### src/rtl/dtn_pkg.sv
// ----------------------------------------------------------------------------
// dtn_pkg
// Shared types and constants for the date and time normalizer: item
// payloads, divider stage codes and the controller to datapath bundles.
// ----------------------------------------------------------------------------
package dtn_pkg;

    // radix constants
    localparam logic [9:0]  MILLIS_PER_SEC  = 10'd1000;
    localparam logic [9:0]  SEC_PER_MIN     = 10'd60;
    localparam logic [9:0]  MIN_PER_HOUR    = 10'd60;
    localparam logic [9:0]  HOUR_PER_DAY    = 10'd24;
    localparam logic [8:0]  DAYS_LEAP       = 9'd366;
    localparam logic [8:0]  DAYS_COMMON     = 9'd365;
    localparam logic [11:0] YEARS_PER_CYCLE = 12'd400;
    localparam logic [11:0] YEAR_MOD_LAST   = 12'd399;
    localparam logic [13:0] YEAR_LIMIT      = 14'd4000;

    // reciprocals and shifts, exact for any 32-bit unsigned dividend
    localparam logic [31:0] RECIP_MILLIS    = 32'd274877907;
    localparam logic [5:0]  SHIFT_MILLIS    = 6'd38;
    localparam logic [31:0] RECIP_SIXTY     = 32'h88888889;
    localparam logic [5:0]  SHIFT_SIXTY     = 6'd37;
    localparam logic [31:0] RECIP_DAY       = 32'hAAAAAAAB;
    localparam logic [5:0]  SHIFT_DAY       = 6'd36;

    // input item
    typedef struct packed {
        logic        [11:0] in_year;
        logic signed [16:0] in_day;
        logic signed [16:0] in_hour;
        logic signed [16:0] in_minute;
        logic signed [20:0] in_second;
        logic signed [31:0] in_millis;
    } t_in_item;

    // result item
    typedef struct packed {
        logic signed [12:0] out_year;
        logic        [8:0]  out_day;
        logic        [4:0]  out_hour;
        logic        [5:0]  out_minute;
        logic        [5:0]  out_second;
        logic        [9:0]  out_millis;
        logic               year_clamped;
    } t_out_item;

    // carry stage handled by the shared divider
    typedef enum logic [1:0] {
        STG_MILLIS = 2'd0,
        STG_SECOND = 2'd1,
        STG_MINUTE = 2'd2,
        STG_HOUR   = 2'd3
    } t_stage;

    // controller commands to the datapath
    typedef struct packed {
        logic   load;
        logic   ymod_step;
        logic   div_start;
        logic   div_step;
        logic   div_rem;
        logic   div_finish;
        logic   year_step;
        logic   out_load;
        t_stage stage;
    } t_dtn_cmd;

    // datapath status to the controller
    typedef struct packed {
        logic ymod_big;
        logic year_busy;
    } t_dtn_sts;

endpackage

### src/rtl/dtn_if.sv
// ----------------------------------------------------------------------------
// dtn_if
// Valid/ready channels for the date and time normalizer: one for input
// tuples and one for normalized results.
// ----------------------------------------------------------------------------
interface dtn_in_if;
    logic               valid;
    logic               ready;
    logic        [11:0] in_year;
    logic signed [16:0] in_day;
    logic signed [16:0] in_hour;
    logic signed [16:0] in_minute;
    logic signed [20:0] in_second;
    logic signed [31:0] in_millis;

    modport source (
        output valid, in_year, in_day, in_hour, in_minute, in_second, in_millis,
        input  ready
    );
    modport sink (
        input  valid, in_year, in_day, in_hour, in_minute, in_second, in_millis,
        output ready
    );
endinterface

interface dtn_out_if;
    logic               valid;
    logic               ready;
    logic signed [12:0] out_year;
    logic        [8:0]  out_day;
    logic        [4:0]  out_hour;
    logic        [5:0]  out_minute;
    logic        [5:0]  out_second;
    logic        [9:0]  out_millis;
    logic               year_clamped;

    modport source (
        output valid, out_year, out_day, out_hour, out_minute, out_second,
               out_millis, year_clamped,
        input  ready
    );
    modport sink (
        input  valid, out_year, out_day, out_hour, out_minute, out_second,
               out_millis, year_clamped,
        output ready
    );
endinterface

### src/rtl/dtn_datapath.sv
// ----------------------------------------------------------------------------
// dtn_datapath
// Working registers of one tuple, a shared reciprocal floored divider for
// the unit carries, the year walk with a tracked year mod 400, and the
// result register with the year overflow clamp.
// ----------------------------------------------------------------------------
module dtn_datapath
    import dtn_pkg::*;
(
    input  logic      i_clk,
    input  t_dtn_cmd  i_cmd,
    input  t_in_item  i_item,
    output t_dtn_sts  o_sts,
    output t_out_item o_result
);

    // leap rule on year mod 400
    function automatic logic is_leap(input logic [8:0] m);
        logic century;
        begin
            century = (m == 9'd100) || (m == 9'd200) || (m == 9'd300);
            return (m[1:0] == 2'b00) && !century;
        end
    endfunction

    // working fields
    logic signed [13:0] r_year;
    logic        [11:0] r_ymod;
    logic signed [17:0] r_day;
    logic signed [17:0] r_hour;
    logic signed [17:0] r_minute;
    logic signed [22:0] r_second;
    logic signed [31:0] r_millis;

    // divider state
    logic [31:0] r_dv_mag;
    logic [31:0] r_dv_quo;
    logic [9:0]  r_dv_rem;
    logic        r_dv_neg;

    // result register
    t_out_item r_result;

    // divider operand, divisor and reciprocal by stage
    logic signed [31:0] dv_a;
    logic        [9:0]  dv_b;
    logic        [31:0] dv_m;
    logic        [5:0]  dv_sh;
    logic        [31:0] dv_u;
    logic        [31:0] dv_mag;

    always_comb begin
        unique case (i_cmd.stage)
            STG_MILLIS: begin
                dv_a  = r_millis;
                dv_b  = MILLIS_PER_SEC;
                dv_m  = RECIP_MILLIS;
                dv_sh = SHIFT_MILLIS;
            end
            STG_SECOND: begin
                dv_a  = 32'(r_second);
                dv_b  = SEC_PER_MIN;
                dv_m  = RECIP_SIXTY;
                dv_sh = SHIFT_SIXTY;
            end
            STG_MINUTE: begin
                dv_a  = 32'(r_minute);
                dv_b  = MIN_PER_HOUR;
                dv_m  = RECIP_SIXTY;
                dv_sh = SHIFT_SIXTY;
            end
            STG_HOUR: begin
                dv_a  = 32'(r_hour);
                dv_b  = HOUR_PER_DAY;
                dv_m  = RECIP_DAY;
                dv_sh = SHIFT_DAY;
            end
            default: begin
                dv_a  = r_millis;
                dv_b  = MILLIS_PER_SEC;
                dv_m  = RECIP_MILLIS;
                dv_sh = SHIFT_MILLIS;
            end
        endcase
    end

    assign dv_u   = dv_a;
    assign dv_mag = dv_u[31] ? (~dv_u + 32'd1) : dv_u;

    // quotient of the magnitude by reciprocal, then the remainder
    logic [63:0] dv_prod;
    logic [63:0] dv_prod_sh;
    logic [31:0] dv_qd;
    logic [31:0] dv_rem_full;

    assign dv_prod     = {32'd0, r_dv_mag} * {32'd0, dv_m};
    assign dv_prod_sh  = dv_prod >> dv_sh;
    assign dv_qd       = r_dv_quo * {22'd0, dv_b};
    assign dv_rem_full = r_dv_mag - dv_qd;

    // floor correction for negative dividends
    logic        dv_rnz;
    logic [31:0] dv_q_fix;
    logic [9:0]  dv_r_fix;

    assign dv_rnz   = r_dv_rem != 10'd0;
    assign dv_q_fix = !r_dv_neg ? r_dv_quo : (dv_rnz ? ~r_dv_quo : (~r_dv_quo + 32'd1));
    assign dv_r_fix = (r_dv_neg && dv_rnz) ? (dv_b - r_dv_rem) : r_dv_rem;

    // year walk terms
    logic        [11:0] ymod_inc;
    logic        [11:0] ymod_dec;
    logic        [8:0]  len_cur;
    logic        [8:0]  len_prev;
    logic               day_ge;
    logic               day_neg;

    assign ymod_inc = (r_ymod == YEAR_MOD_LAST) ? 12'd0 : (r_ymod + 12'd1);
    assign ymod_dec = (r_ymod == 12'd0) ? YEAR_MOD_LAST : (r_ymod - 12'd1);
    assign len_cur  = is_leap(r_ymod[8:0]) ? DAYS_LEAP : DAYS_COMMON;
    assign len_prev = is_leap(ymod_dec[8:0]) ? DAYS_LEAP : DAYS_COMMON;
    assign day_ge   = r_day >= signed'(18'(len_cur));
    assign day_neg  = r_day[17];

    // clamp check
    logic clamp;
    assign clamp = r_year >= signed'(YEAR_LIMIT);

    // working field updates
    always_ff @(posedge i_clk) begin
        if (i_cmd.load) begin
            r_year   <= signed'({2'b00, i_item.in_year});
            r_ymod   <= i_item.in_year;
            r_day    <= 18'(i_item.in_day);
            r_hour   <= 18'(i_item.in_hour);
            r_minute <= 18'(i_item.in_minute);
            r_second <= 23'(i_item.in_second);
            r_millis <= i_item.in_millis;
        end else if (i_cmd.ymod_step) begin
            r_ymod <= r_ymod - YEARS_PER_CYCLE;
        end else if (i_cmd.div_finish) begin
            case (i_cmd.stage)
                STG_MILLIS: begin
                    r_millis <= signed'(32'(dv_r_fix));
                    r_second <= r_second + signed'(dv_q_fix[22:0]);
                end
                STG_SECOND: begin
                    r_second <= signed'(23'(dv_r_fix));
                    r_minute <= r_minute + signed'(dv_q_fix[17:0]);
                end
                STG_MINUTE: begin
                    r_minute <= signed'(18'(dv_r_fix));
                    r_hour   <= r_hour + signed'(dv_q_fix[17:0]);
                end
                default: begin
                    r_hour <= signed'(18'(dv_r_fix));
                    r_day  <= r_day + signed'(dv_q_fix[17:0]);
                end
            endcase
        end else if (i_cmd.year_step) begin
            if (day_ge) begin
                r_day  <= r_day - signed'(18'(len_cur));
                r_year <= r_year + 14'sd1;
                r_ymod <= ymod_inc;
            end else if (day_neg) begin
                r_day  <= r_day + signed'(18'(len_prev));
                r_year <= r_year - 14'sd1;
                r_ymod <= ymod_dec;
            end
        end
    end

    // shared divider: magnitude, quotient, remainder on successive cycles
    always_ff @(posedge i_clk) begin
        if (i_cmd.div_start) begin
            r_dv_mag <= dv_mag;
            r_dv_neg <= dv_u[31];
        end else if (i_cmd.div_step) begin
            r_dv_quo <= dv_prod_sh[31:0];
        end else if (i_cmd.div_rem) begin
            r_dv_rem <= dv_rem_full[9:0];
        end
    end

    // result register with overflow clamp
    always_ff @(posedge i_clk) begin
        if (i_cmd.out_load) begin
            if (clamp) begin
                r_result.out_year     <= 13'sd0;
                r_result.out_day      <= 9'd1;
                r_result.out_hour     <= 5'd0;
                r_result.out_minute   <= 6'd0;
                r_result.out_second   <= 6'd0;
                r_result.out_millis   <= 10'd0;
                r_result.year_clamped <= 1'b1;
            end else begin
                r_result.out_year     <= r_year[12:0];
                r_result.out_day      <= r_day[8:0];
                r_result.out_hour     <= r_hour[4:0];
                r_result.out_minute   <= r_minute[5:0];
                r_result.out_second   <= r_second[5:0];
                r_result.out_millis   <= r_millis[9:0];
                r_result.year_clamped <= 1'b0;
            end
        end
    end

    assign o_sts.ymod_big  = r_ymod >= YEARS_PER_CYCLE;
    assign o_sts.year_busy = day_ge || day_neg;
    assign o_result        = r_result;

endmodule

### src/rtl/dtn_ctrl.sv
// ----------------------------------------------------------------------------
// dtn_ctrl
// Sequencer for the normalizer: takes a tuple, reduces the year mod 400,
// runs the four carry divisions, walks whole years and hands the result
// to the output register.
// ----------------------------------------------------------------------------
module dtn_ctrl
    import dtn_pkg::*;
(
    input  logic     i_clk,
    input  logic     i_rst_n,
    input  logic     i_in_valid,
    output logic     o_in_ready,
    output logic     o_out_valid,
    input  logic     i_out_ready,
    input  t_dtn_sts i_sts,
    output t_dtn_cmd o_cmd
);

    typedef enum logic [7:0] {
        S_IDLE    = 8'b00000001,
        S_YMOD    = 8'b00000010,
        S_DIV_LD  = 8'b00000100,
        S_DIV     = 8'b00001000,
        S_DIV_REM = 8'b00010000,
        S_DIV_WB  = 8'b00100000,
        S_YEAR    = 8'b01000000,
        S_OUT     = 8'b10000000
    } t_state;

    t_state          r_state, n_state;
    t_stage          r_stage, n_stage;
    logic            r_out_valid, n_out_valid;
    logic            out_free;

    assign out_free = !r_out_valid || i_out_ready;

    // next state and commands
    always_comb begin
        n_state     = r_state;
        n_stage     = r_stage;
        o_cmd       = '0;
        o_cmd.stage = r_stage;
        unique case (r_state)
            S_IDLE: begin
                if (i_in_valid) begin
                    o_cmd.load = 1'b1;
                    n_state    = S_YMOD;
                end
            end
            S_YMOD: begin
                if (i_sts.ymod_big) begin
                    o_cmd.ymod_step = 1'b1;
                end else begin
                    n_stage = STG_MILLIS;
                    n_state = S_DIV_LD;
                end
            end
            S_DIV_LD: begin
                o_cmd.div_start = 1'b1;
                n_state         = S_DIV;
            end
            S_DIV: begin
                o_cmd.div_step = 1'b1;
                n_state        = S_DIV_REM;
            end
            S_DIV_REM: begin
                o_cmd.div_rem = 1'b1;
                n_state       = S_DIV_WB;
            end
            S_DIV_WB: begin
                o_cmd.div_finish = 1'b1;
                case (r_stage)
                    STG_MILLIS: begin
                        n_stage = STG_SECOND;
                        n_state = S_DIV_LD;
                    end
                    STG_SECOND: begin
                        n_stage = STG_MINUTE;
                        n_state = S_DIV_LD;
                    end
                    STG_MINUTE: begin
                        n_stage = STG_HOUR;
                        n_state = S_DIV_LD;
                    end
                    default: begin
                        n_state = S_YEAR;
                    end
                endcase
            end
            S_YEAR: begin
                if (i_sts.year_busy) begin
                    o_cmd.year_step = 1'b1;
                end else begin
                    n_state = S_OUT;
                end
            end
            S_OUT: begin
                if (out_free) begin
                    o_cmd.out_load = 1'b1;
                    n_state        = S_IDLE;
                end
            end
            default: begin
                n_state = S_IDLE;
            end
        endcase
    end

    // output valid: set on load, cleared on transfer
    always_comb begin
        n_out_valid = r_out_valid;
        if (o_cmd.out_load) begin
            n_out_valid = 1'b1;
        end else if (r_out_valid && i_out_ready) begin
            n_out_valid = 1'b0;
        end
    end

    always_ff @(posedge i_clk) begin
        if (!i_rst_n) begin
            r_state     <= S_IDLE;
            r_stage     <= STG_MILLIS;
            r_out_valid <= 1'b0;
        end else begin
            r_state     <= n_state;
            r_stage     <= n_stage;
            r_out_valid <= n_out_valid;
        end
    end

    assign o_in_ready  = r_state == S_IDLE;
    assign o_out_valid = r_out_valid;

endmodule

### src/rtl/date_time_normalizer.sv
// ----------------------------------------------------------------------------
// date_time_normalizer
// Normalizes a signed time tuple into canonical year, day of year, hour,
// minute, second and millisecond, clamping years of 4000 and above.
// ----------------------------------------------------------------------------
// sequence: after the input transfer the year is reduced mod 400 in steps,
//   the four carries pass through the reciprocal divider, whole years are
//   walked one at a time and the result is loaded into the output register
// throughput: one tuple at a time; the next one is taken the cycle after the
//   result is loaded, while that result waits in the output register
// reset: synchronous active low, sequencer to idle, output register emptied
module date_time_normalizer
    import dtn_pkg::*;
(
    input logic        i_clk,
    input logic        i_rst_n,
    dtn_in_if.sink     i_in,
    dtn_out_if.source  o_out
);

    t_dtn_cmd  cmd;
    t_dtn_sts  sts;
    t_in_item  in_item;
    t_out_item result;
    logic      in_ready;
    logic      out_valid;

    // pack input transfer payload
    assign in_item.in_year   = i_in.in_year;
    assign in_item.in_day    = i_in.in_day;
    assign in_item.in_hour   = i_in.in_hour;
    assign in_item.in_minute = i_in.in_minute;
    assign in_item.in_second = i_in.in_second;
    assign in_item.in_millis = i_in.in_millis;

    dtn_ctrl u_ctrl (
        .i_clk       (i_clk),
        .i_rst_n     (i_rst_n),
        .i_in_valid  (i_in.valid),
        .o_in_ready  (in_ready),
        .o_out_valid (out_valid),
        .i_out_ready (o_out.ready),
        .i_sts       (sts),
        .o_cmd       (cmd)
    );

    dtn_datapath u_datapath (
        .i_clk    (i_clk),
        .i_cmd    (cmd),
        .i_item   (in_item),
        .o_sts    (sts),
        .o_result (result)
    );

    // channel handshakes and result payload
    assign i_in.ready         = in_ready;
    assign o_out.valid        = out_valid;
    assign o_out.out_year     = result.out_year;
    assign o_out.out_day      = result.out_day;
    assign o_out.out_hour     = result.out_hour;
    assign o_out.out_minute   = result.out_minute;
    assign o_out.out_second   = result.out_second;
    assign o_out.out_millis   = result.out_millis;
    assign o_out.year_clamped = result.year_clamped;

endmodule
### src/flat_wrapper.sv
// flat-port wrapper written by rule: the top's interface ports become plain ports
module date_time_normalizer_flat import dtn_pkg::*;
  (i_clk, i_rst_n, i_in_valid, i_in_in_year, i_in_in_day, i_in_in_hour, i_in_in_minute, i_in_in_second, i_in_in_millis, i_in_ready, o_out_valid, o_out_out_year, o_out_out_day, o_out_out_hour, o_out_out_minute, o_out_out_second, o_out_out_millis, o_out_year_clamped, o_out_ready);
  dtn_in_if i_in_i ();
  dtn_out_if o_out_i ();
  input logic i_clk;
  input logic i_rst_n;
  input wire logic [$bits(i_in_i.valid)-1:0] i_in_valid;
  input wire logic [$bits(i_in_i.in_year)-1:0] i_in_in_year;
  input wire logic [$bits(i_in_i.in_day)-1:0] i_in_in_day;
  input wire logic [$bits(i_in_i.in_hour)-1:0] i_in_in_hour;
  input wire logic [$bits(i_in_i.in_minute)-1:0] i_in_in_minute;
  input wire logic [$bits(i_in_i.in_second)-1:0] i_in_in_second;
  input wire logic [$bits(i_in_i.in_millis)-1:0] i_in_in_millis;
  output wire logic [$bits(i_in_i.ready)-1:0] i_in_ready;
  output wire logic [$bits(o_out_i.valid)-1:0] o_out_valid;
  output wire logic [$bits(o_out_i.out_year)-1:0] o_out_out_year;
  output wire logic [$bits(o_out_i.out_day)-1:0] o_out_out_day;
  output wire logic [$bits(o_out_i.out_hour)-1:0] o_out_out_hour;
  output wire logic [$bits(o_out_i.out_minute)-1:0] o_out_out_minute;
  output wire logic [$bits(o_out_i.out_second)-1:0] o_out_out_second;
  output wire logic [$bits(o_out_i.out_millis)-1:0] o_out_out_millis;
  output wire logic [$bits(o_out_i.year_clamped)-1:0] o_out_year_clamped;
  input wire logic [$bits(o_out_i.ready)-1:0] o_out_ready;
  assign i_in_i.valid = i_in_valid;
  assign i_in_i.in_year = i_in_in_year;
  assign i_in_i.in_day = i_in_in_day;
  assign i_in_i.in_hour = i_in_in_hour;
  assign i_in_i.in_minute = i_in_in_minute;
  assign i_in_i.in_second = i_in_in_second;
  assign i_in_i.in_millis = i_in_in_millis;
  assign i_in_ready = i_in_i.ready;
  assign o_out_valid = o_out_i.valid;
  assign o_out_out_year = o_out_i.out_year;
  assign o_out_out_day = o_out_i.out_day;
  assign o_out_out_hour = o_out_i.out_hour;
  assign o_out_out_minute = o_out_i.out_minute;
  assign o_out_out_second = o_out_i.out_second;
  assign o_out_out_millis = o_out_i.out_millis;
  assign o_out_year_clamped = o_out_i.year_clamped;
  assign o_out_i.ready = o_out_ready;
  date_time_normalizer u_core (.i_clk(i_clk), .i_rst_n(i_rst_n), .i_in(i_in_i), .o_out(o_out_i));
endmodule
### config.mk
export PLATFORM = sky130hd
export DESIGN_NAME = date_time_normalizer_flat
export DESIGN_NICKNAME = d
export VERILOG_FILES = /design/src/rtl/dtn_pkg.sv /design/src/rtl/dtn_if.sv /design/src/rtl/dtn_datapath.sv /design/src/rtl/dtn_ctrl.sv /design/src/rtl/date_time_normalizer.sv /design/src/flat_wrapper.sv
export SDC_FILE = /design/constraint.sdc
export NUM_CORES = 2
export LEC_CHECK = 0
export ABC_AREA = 1
export BUFFER_PORTS_ARGS = -buffer_cell sky130_fd_sc_hd__buf_2
export CAP_MARGIN = 20
export CORE_MARGIN = 2
export CORE_UTILIZATION = 55
export CTS_CLUSTER_DIAMETER = 150
export DETAILED_ROUTE_END_ITERATION = 8
export PLACE_DENSITY = 0.84
export SLEW_MARGIN = 20
export SYNTH_ARGS = -nofsm -noshare
export SYNTH_HDL_FRONTEND = slang
export SYNTH_HIERARCHICAL = 1
export SYNTH_SLANG_ARGS = --single-unit
export TNS_END_PERCENT = 50
### constraint.sdc
create_clock -name i_clk -period 7.8 [get_ports i_clk]
set_clock_uncertainty 0.15 [all_clocks]
set_input_delay 0.39 -clock i_clk [delete_from_list [all_inputs] [get_ports i_clk]]
set_output_delay 0.39 -clock i_clk [all_outputs]
set_load 0.02 [all_outputs]
==> flow_metrics.tcl <==
set metrics [dict create \
    postRouteAntennaNets 0 \
    routed-wl-met2_um 79600 \
    worstPathMaxFanout 15 \
    synthArstFlopShare_pct 0 \
    wl_per_cell_um 23.3 \
    syn_area_sq_um 47400 \
    post_drt_via_cell_ratio 5.77 \
    synth_edf_count 249 \
    grt_start_max_net_pins 75 \
    fin_nets 7944 \
    drc 0 \
    antenna_found_initial 10 \
    status "finished clean" \
    worstPathArrival_ps 7910 \
    syn_avg_cell_area_sq_um 7.72 \
    synthCells 6142 \
    ys_warn_count 6 \
    rsz0062_at_grt "true" \
    drtIter0Drc 5680 \
    die_y_um 298 \
    required_ps 8010 \
    cp_slowest_cell "fa_1" \
    cts_tree "yes" \
    cpMostUsedCell "fa_1" \
    placedInstanceArea_sq_um 51900 \
    clk_pin_slew_ps 70 \
    hold_viol 0 \
    cts-htree-levels 1 \
    setup.worst_path.class "reg -> reg" \
    syn_nets 7392 \
    tightest_slew_ps 1230 \
    cts-buffers-inserted 30 \
    yosysSeqAreaShare_pct 16.3 \
    synth_largest_area_cell "fa_1" \
    portBuffers 171 \
    drt_first_pass_iters 8 \
    grt_pass1_wl_um 273000 \
    clock_path_buffers 3 \
    cpPeakStageDelay_ps 600 \
    track_usage_pct 40.9 \
    slew_headroom_pct 17.3 \
    syn_to_final_growth_pct 15.5 \
    clk_latency_ps 630 \
    grt_remaining_overflow 0 \
    ys_seq_elements 262 \
    synth.area.top_cells "fa_1 (26%), edfxtp_1 (16%), ha_1 (13%), inv_1 (11%), nand2_1 (10%)" \
    met3_length_um 23200 \
    core_area_sq_um 85300 \
    start_kind "flop" \
    die_w_um 298 \
    netlist_top_cells_count "inv_1 (1,410), nand2_1 (1,300), fa_1 (625)" \
    initial_utilization_pct 55.6 \
    vias 45400 \
    clock-sinks 262 \
    rows 107 \
    hpwlAfterDp_um 153000 \
    routed_wl_um 183000 \
    hold_slack_ps 20.8 \
    place_ws_ps -88.4 \
    synth.most_common_cell "inv_1" \
    drive_above_1_share_pct 12.0 \
    cts-root-buf "clkbuf_16" \
    num_io_pins 172 \
    drv_cap 0 \
    gp_congestion 1.11 \
    cp-end-kind "flop" \
    timing.fmax_ghz 0.130 \
    grt_pass1_vias 45300 \
    final_area_sq_um 54800 \
    setup_slack_ps 99.8 \
    yosysTopAreaCellShare_pct 26.4 \
    drt-met1-wl_um 69300 \
    hold_class "in -> reg" \
    top_layer_used "met5" \
    dieArea_sq_um 88600 \
    synth_ff_type "edfxtp_1" \
    ys_types 62 \
    finalSetupViolations 0 \
    period_minus_slack_ps 7700 \
    min_period_over_period_pct 98.7 \
    slew_violations 0 \
]
[path summary, 6_finish.rpt]
check	slack, ps	end	from	cells past startpoint
setup / recovery	100	u_core/u_datapath/r_dv_quo[22]	u_core/u_ctrl/r_stage[1]	28
hold / removal	20	u_core/u_datapath/r_millis[9]	i_in_in_millis[9]	3
setup reg to reg	100	u_core/u_datapath/r_dv_quo[22]	u_core/u_ctrl/r_stage[1]	28
hold reg to reg	400	u_core/u_datapath/r_year[13]	u_core/u_datapath/r_year[13]	2
[cell usage in the layout (no fill, tap or decap), drive strengths merged, types with 17 or more instances in the layout]
master	Yosys	layout
o21bai	42	42
xnor2	42	42
clkinv	16	23
fa	625	625
inv	1427	1429
buf	46	530
nand3	307	307
a21oi	270	270
nor3	44	44
ha	505	505
o211ai	23	23
edfxtp	249	249
dlygate4sd3	0	93
xor2	97	97
nor2	550	550
a21o	17	17
o21ai	326	326
nand4	39	39
clkbuf	60	41
o22ai	39	39
nand2	1312	1312
[layer usage]
metal	GRT usage (%)	vias up
met3	11.0	595
met5	0	-
met1	53.6	21600
li1	-	20300
met4	19.0	12
met2	63.1	2987
[cells by family (layout without fill, tap and decap cells)]
group / count (synthesis) / in the layout / synth area share, %
fa+ha+maj: 1130 / 1130 / 39.7
flops: 262 / 262 / 16.3
compound gates: 775 / 775 / 9.21
xor+xnor: 139 / 139 / 2.57
simple gates: 2287 / 2287 / 19.8
buf+inv: 1549 / 2123 / 12.4
other cells: 0 / 5 / 0
[flip-flops by register name, summed over array words and instances (netlist names)]
register and cells:
u_core/u_ctrl/o_out_valid 1, u_core/u_datapath/r_dv_rem 10, u_core/u_datapath/r_second 23, u_core/u_datapath/r_ymod 12, u_core/u_datapath/o_result 50, u_core/u_ctrl/r_state 8, u_core/u_ctrl/r_stage 2, u_core/u_datapath/r_minute 18
u_core/u_datapath/r_millis 32, u_core/u_datapath/r_dv_quo 23, u_core/u_datapath/r_hour 18, u_core/u_datapath/r_year 14, u_core/u_datapath/r_dv_neg 1, u_core/u_datapath/r_day 18, u_core/u_datapath/r_dv_mag 32
[area by class of cell]
| class | count | area, sq um |
|---|---|---|
| inverters | 1443 | 5440 |
| multi-input cells | 4331 | 34500 |
| clock buffers | 38 | 801 |
| repair buffers | 626 | 4650 |
| flip-flops and latches | 262 | 7740 |
| clock inverters | 16 | 239 |
| well taps | 1144 | 1430 |
| fillers | 7372 | 30500 |
| diodes | 5 | 12.5 |
[worst max-delay path, delay by kind of cell (launching register included)]
kind | cells | cell delay [ps]
AOI/OAI and AO/OA | 1 | 180
and+or+nand+nor | 9 | 1180
DFF | 1 | 400
buffers and inverters | 9 | 1200
adders and majority gates | 9 | 4290
[per-stage QoR]
step	cells	TNS (ps)	util (%)
floorplan	6142	0	-
global placement	7693	-170	60.9
detailed placement	7693	-640	60.9
CTS	7840	0	63.3
global route	7864	-372	64.2
finish	7865	0	64.2
[repair_timing]
item	in CTS	in global routing
setup endpoints to repair	13	23
setup buffers	0	17
hold buffers	93	0
hold endpoints to repair	101	0
gates cloned	0	3
gates resized for setup	15	185
pin swaps	0	41
Power is not shown: default switching activity piles up to over one toggle a cycle in this logic, so the estimate is an artifact.
